<file path="src/design/sqvs_pkg.sv">
// shared types, constants and tables of the sprite quad vertex setup unit
`timescale 1ns / 1ps
`default_nettype none
package sqvs_pkg;

  // default parameter values
  localparam int unsigned FRAC_BITS_DEF    = 16;
  localparam int unsigned CORDIC_STEPS_DEF = 16;

  // configuration register indexes
  localparam logic [7:0] CFG_TEX_WIDTH  = 8'd0;
  localparam logic [7:0] CFG_TEX_HEIGHT = 8'd1;

  // angle constants, signed with 30 fraction bits
  localparam logic signed [34:0] ANG_PI      = 35'sd3373259426;
  localparam logic signed [34:0] ANG_TWO_PI  = 35'sd6746518852;
  localparam logic signed [34:0] ANG_HALF_PI = 35'sd1686629713;
  localparam logic signed [33:0] CORDIC_GAIN = 34'sd652032874;

  // arctangent of 2^-i, 30 fraction bits
  localparam logic [31:0] ATAN_Q30 [24] = '{
    32'h3243F6A8, 32'h1DAC6705, 32'h0FADBAFC, 32'h07F56EA6, 32'h03FEAB76, 32'h01FFD55B,
    32'h00FFFAAA, 32'h007FFF55, 32'h003FFFEA, 32'h001FFFFD, 32'h000FFFFF, 32'h0007FFFF,
    32'h0003FFFF, 32'h0001FFFF, 32'h0000FFFF, 32'h00007FFF, 32'h00003FFF, 32'h00001FFF,
    32'h00000FFF, 32'h000007FF, 32'h000003FF, 32'h000001FF, 32'h000000FF, 32'h0000007F
  };

  // one sprite description
  typedef struct packed {
    logic [63:0]        dest_pos;
    logic [63:0]        dest_size;
    logic [63:0]        src_pos;
    logic [63:0]        src_size;
    logic [63:0]        origin_pt;
    logic signed [15:0] rotation;
    logic signed [31:0] depth;
    logic [31:0]        color;
    logic [1:0]         flip_effects;
    logic [1:0]         orientation;
    logic [7:0]         swizzle;
  } in_item_t;

  // one quad vertex
  typedef struct packed {
    logic signed [31:0] pos_x;
    logic signed [31:0] pos_y;
    logic signed [31:0] pos_z;
    logic [31:0]        color_out;
    logic signed [31:0] tex_u;
    logic signed [31:0] tex_v;
    logic [7:0]         swizzle_out;
    logic               last_vertex;
  } out_item_t;

  // per-sprite values carried beside the vertex math
  typedef struct packed {
    logic signed [31:0] tu0;
    logic signed [31:0] tu1;
    logic signed [31:0] tv0;
    logic signed [31:0] tv1;
    logic signed [31:0] depth;
    logic [31:0]        color;
    logic [1:0]         flip;
    logic [1:0]         orient;
    logic [7:0]         swizzle;
  } side_t;

endpackage
`default_nettype wire

</file>
<file path="src/design/sqvs_cordic.sv">
// pipelined rotation-mode cordic giving cos and sin with 30 fraction bits
`timescale 1ns / 1ps
`default_nettype none
module sqvs_cordic #(
  parameter int unsigned STEPS = sqvs_pkg::CORDIC_STEPS_DEF
) (
  input  wire logic               clk_i,
  input  wire logic               en_i,
  input  wire logic signed [15:0] rot_i,
  output logic signed [31:0]      cos_o,
  output logic signed [31:0]      sin_o
);

  logic signed [34:0] a0_q;
  logic signed [34:0] a1_q;
  logic               zero0_q;
  logic               zero1_q;
  logic signed [33:0] x_q [STEPS+1];
  logic signed [33:0] y_q [STEPS+1];
  logic signed [33:0] z_q [STEPS+1];
  logic               zf_q [STEPS+1];
  logic               nf_q [STEPS+1];
  logic signed [31:0] cos_q;
  logic signed [31:0] sin_q;

  // scale Q4.12 to 30 fraction bits, then reduce once by two pi
  always_ff @(posedge clk_i) begin
    if (en_i) begin
      a0_q    <= $signed({rot_i[15], rot_i, 18'd0});
      zero0_q <= (rot_i == 16'sd0);
      if (a0_q > sqvs_pkg::ANG_PI) begin
        a1_q <= a0_q - sqvs_pkg::ANG_TWO_PI;
      end else if (a0_q < -sqvs_pkg::ANG_PI) begin
        a1_q <= a0_q + sqvs_pkg::ANG_TWO_PI;
      end else begin
        a1_q <= a0_q;
      end
      zero1_q <= zero0_q;
    end
  end

  // fold into the right half plane
  always_ff @(posedge clk_i) begin
    if (en_i) begin
      x_q[0]  <= sqvs_pkg::CORDIC_GAIN;
      y_q[0]  <= '0;
      zf_q[0] <= zero1_q;
      if (a1_q > sqvs_pkg::ANG_HALF_PI) begin
        z_q[0]  <= 34'(a1_q - sqvs_pkg::ANG_PI);
        nf_q[0] <= 1'b1;
      end else if (a1_q < -sqvs_pkg::ANG_HALF_PI) begin
        z_q[0]  <= 34'(a1_q + sqvs_pkg::ANG_PI);
        nf_q[0] <= 1'b1;
      end else begin
        z_q[0]  <= 34'(a1_q);
        nf_q[0] <= 1'b0;
      end
    end
  end

  // micro-rotations
  for (genvar i = 0; i < STEPS; i++) begin : g_iter
    logic signed [33:0] atan_s;
    assign atan_s = $signed({2'b00, sqvs_pkg::ATAN_Q30[i]});
    always_ff @(posedge clk_i) begin
      if (en_i) begin
        if (z_q[i] >= 34'sd0) begin
          x_q[i+1] <= x_q[i] - (y_q[i] >>> i);
          y_q[i+1] <= y_q[i] + (x_q[i] >>> i);
          z_q[i+1] <= z_q[i] - atan_s;
        end else begin
          x_q[i+1] <= x_q[i] + (y_q[i] >>> i);
          y_q[i+1] <= y_q[i] - (x_q[i] >>> i);
          z_q[i+1] <= z_q[i] + atan_s;
        end
        zf_q[i+1] <= zf_q[i];
        nf_q[i+1] <= nf_q[i];
      end
    end
  end

  // undo the fold, zero angle gives the identity
  always_ff @(posedge clk_i) begin
    if (en_i) begin
      if (zf_q[STEPS]) begin
        cos_q <= 32'sh40000000;
        sin_q <= '0;
      end else if (nf_q[STEPS]) begin
        cos_q <= 32'(-x_q[STEPS]);
        sin_q <= 32'(-y_q[STEPS]);
      end else begin
        cos_q <= 32'(x_q[STEPS]);
        sin_q <= 32'(y_q[STEPS]);
      end
    end
  end

  assign cos_o = cos_q;
  assign sin_o = sin_q;

endmodule
`default_nettype wire

</file>
<file path="config.mk">
export PLATFORM = sky130hd
export DESIGN_NAME = sqvs_cordic
export DESIGN_NICKNAME = d
export VERILOG_FILES = /design/src/design/sqvs_pkg.sv /design/src/design/sqvs_cordic.sv
export SDC_FILE = /design/constraint.sdc
export NUM_CORES = 2
export LEC_CHECK = 0
export BUFFER_PORTS_ARGS = -buffer_cell sky130_fd_sc_hd__buf_4
export CORE_AREA = 2 2 494 496
export CTS_CLUSTER_SIZE = 10
export DETAILED_ROUTE_END_ITERATION = 6
export DIE_AREA = 0 0 496 498
export PLACE_DENSITY = 0.7
export SLEW_MARGIN = 5
export SYNTH_ARGS = -nofsm -noshare
export SYNTH_HDL_FRONTEND = slang
export SYNTH_SLANG_ARGS = --single-unit
export TNS_END_PERCENT = 30
</file>
<file path="constraint.sdc">
create_clock -name clk_i -period 10 [get_ports clk_i]
set_input_delay 0 -clock clk_i [delete_from_list [all_inputs] [get_ports clk_i]]
set_output_delay 0 -clock clk_i [all_outputs]
set_load 0.01 [all_outputs]
</file>
# After elaboration in Yosys (flattened, before gate mapping)
# Memories as Yosys holds them, arrays and structs flattened.
# Cells that the tools add are included.
[totals]
reg_bits = 117
inputBits = 18
mem_count = 5
latchBits = 0
word_cells = 350
mem_bits_ro = 0
ram_bits = 1768
[memory_table]
columns = ["memory", "depth", "width", "read_ports", "rd_ports_with_merged_regs", "wr", "line_no", "text"]
rows = [
  ["x_q", 17, 34, 17, 0, 17, "sqvs_cordic.sv:18", "logic signed [33:0] x_q [STEPS+1];"],
  ["y_q", 17, 34, 17, 0, 17, "sqvs_cordic.sv:19", "logic signed [33:0] y_q [STEPS+1];"],
  ["z_q", 17, 34, 16, 0, 17, "sqvs_cordic.sv:20", "logic signed [33:0] z_q [STEPS+1];"],
  ["nf_q", 17, 1, 17, 0, 17, "sqvs_cordic.sv:22", "logic nf_q [STEPS+1];"],
  ["zf_q", 17, 1, 17, 0, 17, "sqvs_cordic.sv:21", "logic zf_q [STEPS+1];"],
]
[op_classes]
bitwise_logic = 52
mux = 165
n_mul = 0
eq_ne = 0
add_sub_neg = 101
n_div = 0
shift = 0
n_lt_le_gt_ge = 20
reduce_logical = 1
[op_table]
columns = ["op", "count"]
rows = [
  ["two-way mux 34 bit", 50],
  [">= comparator 34 x 1 -> 1 bit, second input constant", 16],
  ["two-way mux 1 bit", 111],
  ["two-way mux 35 bit", 2],
  ["adder 34 x 19 -> 34 bit", 2],
  ["adder 34 x 20 -> 34 bit", 2],
  ["adder 34 x 21 -> 34 bit", 2],
  ["adder 34 x 22 -> 34 bit", 2],
  ["adder 34 x 23 -> 34 bit", 2],
  ["adder 34 x 24 -> 34 bit", 2],
  ["adder 34 x 25 -> 34 bit", 2],
  ["adder 34 x 26 -> 34 bit", 2],
  ["adder 34 x 27 -> 34 bit", 2],
  ["adder 34 x 28 -> 34 bit", 2],
  ["adder 34 x 29 -> 34 bit", 2],
  ["adder 34 x 30 -> 34 bit", 2],
  ["adder 34 x 31 -> 34 bit", 2],
  ["adder 34 x 32 -> 34 bit", 2],
  ["adder 34 x 33 -> 34 bit", 2],
  ["subtractor 34 x 19 -> 34 bit", 2],
  ["subtractor 34 x 20 -> 34 bit", 2],
  ["subtractor 34 x 21 -> 34 bit", 2],
  ["subtractor 34 x 22 -> 34 bit", 2],
  ["subtractor 34 x 23 -> 34 bit", 2],
  ["56 further kinds", 120],
]

# Logic depth before layout (Yosys ltp)
[depth]
word_depth = 7
ltp_mapped = 22
depth_no_buf = 22

# Least setup slack after synthesis
# Ideal clock, no wire load.
[synth_path]
path_type = "register to register"
from = "mem x_q[14][17]"
to = "mem y_q[15][28], data pin"
path_buffers = 0
required_ps = 9738
synth_period_minus_slack_ps = 5012
stages_incl_launch_ff = 18
arrival_time_ps = 4750
slack_ps = 4988
path_cell_list = "edfxtp_1 -> or4_1 -> or3_1 -> or4_1 -> or3_1 -> o31ai_1 -> xor2_1 -> ha_1 -> a21oi_1 -> nor2b_1 -> o41ai_1 -> o21ai_0 -> o41a_1 -> o311a_1 -> or2_2 -> a21oi_1 -> o21bai_1 -> xor2_1"
[synth_rtl]
columns = ["item", "line_no"]
rows = [
  ["from (decl)", "sqvs_cordic.sv:18"],
  ["to (decl)", "sqvs_cordic.sv:19"],
]

==> results.md <==
* Commonest non-fill, non-tap cell in the layout: edfxtp_1
* Hold Path End: zero0_q
* All-Layer GR Usage at 27.7%
* Worst skew pair latency at 0.86 ns
* Largest net degree at the start of global routing at 158
* FFs w/ async S/R, synth at 0%
* Die W at 496 um
* Gpl congestion at 0.968
* Drt pass-1 iters at 7
* Design Area, Final at 143000 um2
* Worst stage delay on the critical path at 0.83 ns
* Commonest non-fill, non-tap cells in the layout: 1623 x edfxtp_1, 1453 x ha_1, 1346 x a21oi_1
* Status: complete, no violations
* Die Height at 498 um
* Initial core utilization at 54.6%
* Library cells used by synthesis at 92
* Clk sinks at 1623
* FF-to-FF End: y_q[7][31]
* FP Rows at 181
* DP HPWL at 275 mm
* Final Core Density at 59.0%
* Depth of the most critical reg-to-reg path at 18
* Net count after synthesis at 15100
* Fmax at 155 MHz
* CP startpoint kind: input pin
* Tcrit/Tclk final at 64.6%
* Crit path kind: in -> reg
* Max Slew Vio Count at 0
* Synth Area per Inst at 9.72 um2
* WP data required at 10.58 ns
* DR WL/cell at 20.5 um
* Setup Viol. Count Final at 0
* Yosys warns at 0
* R2R setup slack at 3.83 ns
* Initial DRC count at 7747
* Clock Path Buffers at 3
* Main flop type after synthesis: edfxtp_1
* Hold Path Stages at 4
* Setup WS post-layout at 3.54 ns
* Die area at 247000 um2
* Fill count at 20400
* Reg clk slew, reported paths at 0.06 ns
* FF+latch count, synth at 1623
* Post-CTS setup buffers at 0
* # H-tree levels at 4
* TritonCTS clock tree: yes
* Critical path peak fanout at 157
* P&R area growth vs syn at 7.96%
* Final net count at 15300
* Hold Fails Final Rpt at 0
* Seq/Total Area, Yosys at 36.9%
* Area after DPL at 137000 um2
* Overflow after GRT at 0
* Critical Path Sink Type: register
* Layout cell share with drive strength beyond 1 at 4.00%
* Final ANT Viol Nets at 0
* Max Cap Violations at 0
* Total wire length at 350 mm
* Routed vias at 104000
* Boundary Pins at 82
* First-pass GRT wire length at 551 mm
* # DRC at 0
* Slowest stage cell, crit path: buf_4
* RR Startpoint: z_q[6][33]
* Post-synth EDFFs at 1623
* Pre-CTS WS at 3.41 ns
* RSZ-0062 raised after global routing: false
* Fin crit period at 6.46 ns
* Port Buf Inserts at 81
* Core area at 242000 um2
* Final setup skew at 0.0410 ns
* Hold/Removal Path Class: in -> reg
* Max transition margin at 14.5%
* Via density per instance at 6.12
* Worst-margin pin slew at 1.25 ns
* FF+latch area at 48700 um2
* Vias in the first global route at 101000
* Cells after Synth at 13600
* Multi-input gate area at 80600 um2
* TritonCTS Buffers at 197
* CP Cell Sequence: dlygate4sd3_1, buf_16, buf_12, buf_4, nand2_1, inv_2, buf_4, nor2_1, xnor2_1, ha_1, a21o_1, a21oi_1, o21bai_1, a31oi_1, nor4_1, nor2_1, a211oi_1, or3_1, a31o_2, a21oi_1, xnor2_1
* Data arrival, critical path at 7.04 ns
* Initial antenna violation count at 5
* Root Driver: clkbuf_16
* Hold_sp: rot_i[8]
* TNS Setup at 0 ns
* Post-Syn Area at 132000 um2
==> flip-flops by register name, indices dropped and copies added, names as in the netlist <==
| name | cells |
|---|---|
| zero1_q | 1 |
| x_q | 482 |
| sin_o | 32 |
| y_q | 509 |
| nf_q | 17 |
| zf_q | 17 |
| z_q | 496 |
| cos_o | 32 |
| a0_q | 16 |
| zero0_q | 1 |
| a1_q | 20 |
==> logic make-up after synthesis <==
group	count (synthesis)	share of synthesized area [%]
xor gates and xnor gates	1972	13.1
and+or+nand+nor	3548	13.0
buffers and inverters	770	2.19
adders and majority gates	1498	14.4
muxes	88	0.699
DFF	1623	36.9
AOI/OAI and AO/OA	4105	19.7
==> per-stage QoR <==
stage,hold slack [ns],instances
finish,0.126,17100
global route,0.108,17100
CTS,0.0534,17100
detailed placement,0.189,16700
global placement,0.188,16700
floorplan,0.0989,13600
==> worst max path at each step <==
stage,from,to,slack (ns),depth (start not counted)
floorplan,x_q[14][17],y_q[15][28],4.99,17
global placement,en_i,y_q[12][30],3.44,20
detailed placement,en_i,y_q[12][30],3.41,20
CTS,en_i,y_q[12][30],3.65,21
global route,en_i,y_q[12][30],3.04,21
finish,en_i,y_q[12][30],3.54,21
==> area by class of cell <==
type,count,area share (%)
Inverter,549,1.44
Timing Repair Buffer,178,1.04
Multi-Input combinational cell,11200,56.4
Clock inverter,61,0.523
Tap cell,3202,2.81
Antenna cell,4,0.00701
Sequential cell,1623,34.2
Clock buffer,230,3.57
==> repair_timing <==
action	in CTS	in global routing
setup endpoints to repair	0	0
resized for setup	0	0
hold buffers	33	0
endpoints found under the hold margin	246	0
==> layer usage <==
| metal | routed length, um | part of all wire, % | up-vias | GRT usage (%) |
|---|---|---|---|---|
| met2 | 170000 | 48 | 2804 | 47.9 |
| met5 | 0 | 0 | - | 0 |
| li1 | - | - | 50900 | - |
| met1 | 151000 | 43 | 49900 | 35.4 |
| met4 | 12800 | 3.7 | 0 | 9.73 |
| met3 | 17500 | 5.0 | 703 | 3.45 |
==> critical path: cells and delay by family <==
family	cells	cell delay (ns)
XOR/XNOR	2	0.28
AND/OR/NAND/NOR	5	1.03
AO/OA/AOI/OAI	7	1.71
buffers and inverters	6	3.43
adder cells (fa/ha/maj)	1	0.30
==> synth_stat cells, drive strengths merged, types with 34 or more instances <==
cell type	instances	share of area, %
ha	1453	14
and2	68	0.32
o211ai	52	0.30
a31oi	112	0.53
nand3	237	0.90
a21o	624	3.5
or4	54	0.32
or2	48	0.23
nand2	747	2.1
a211o	36	0.24
mux2i	54	0.41
o21ai	782	3.0
xor2	677	4.5
o41ai	84	0.56
a21boi	38	0.22
mux2	34	0.29
nor3	352	1.3
o21bai	180	1.0
nand2b	231	1.1
o31ai	175	1.0
nor4	81	0.39
a21oi	1346	5.1
or3	130	0.62
a211oi	113	0.64
edfxtp	1623	37
inv	542	1.5
fa	45	0.68
a221oi	35	0.23
and3	123	0.58
nor2	1089	3.1
o21a	209	1.2
a31o	34	0.23
nor2b	187	0.89
clkbuf	194	0.55
xnor2	1295	8.6
nand4	92	0.44
Power is not shown: default switching activity piles up to over one toggle a cycle in this logic, so the estimate is an artifact.
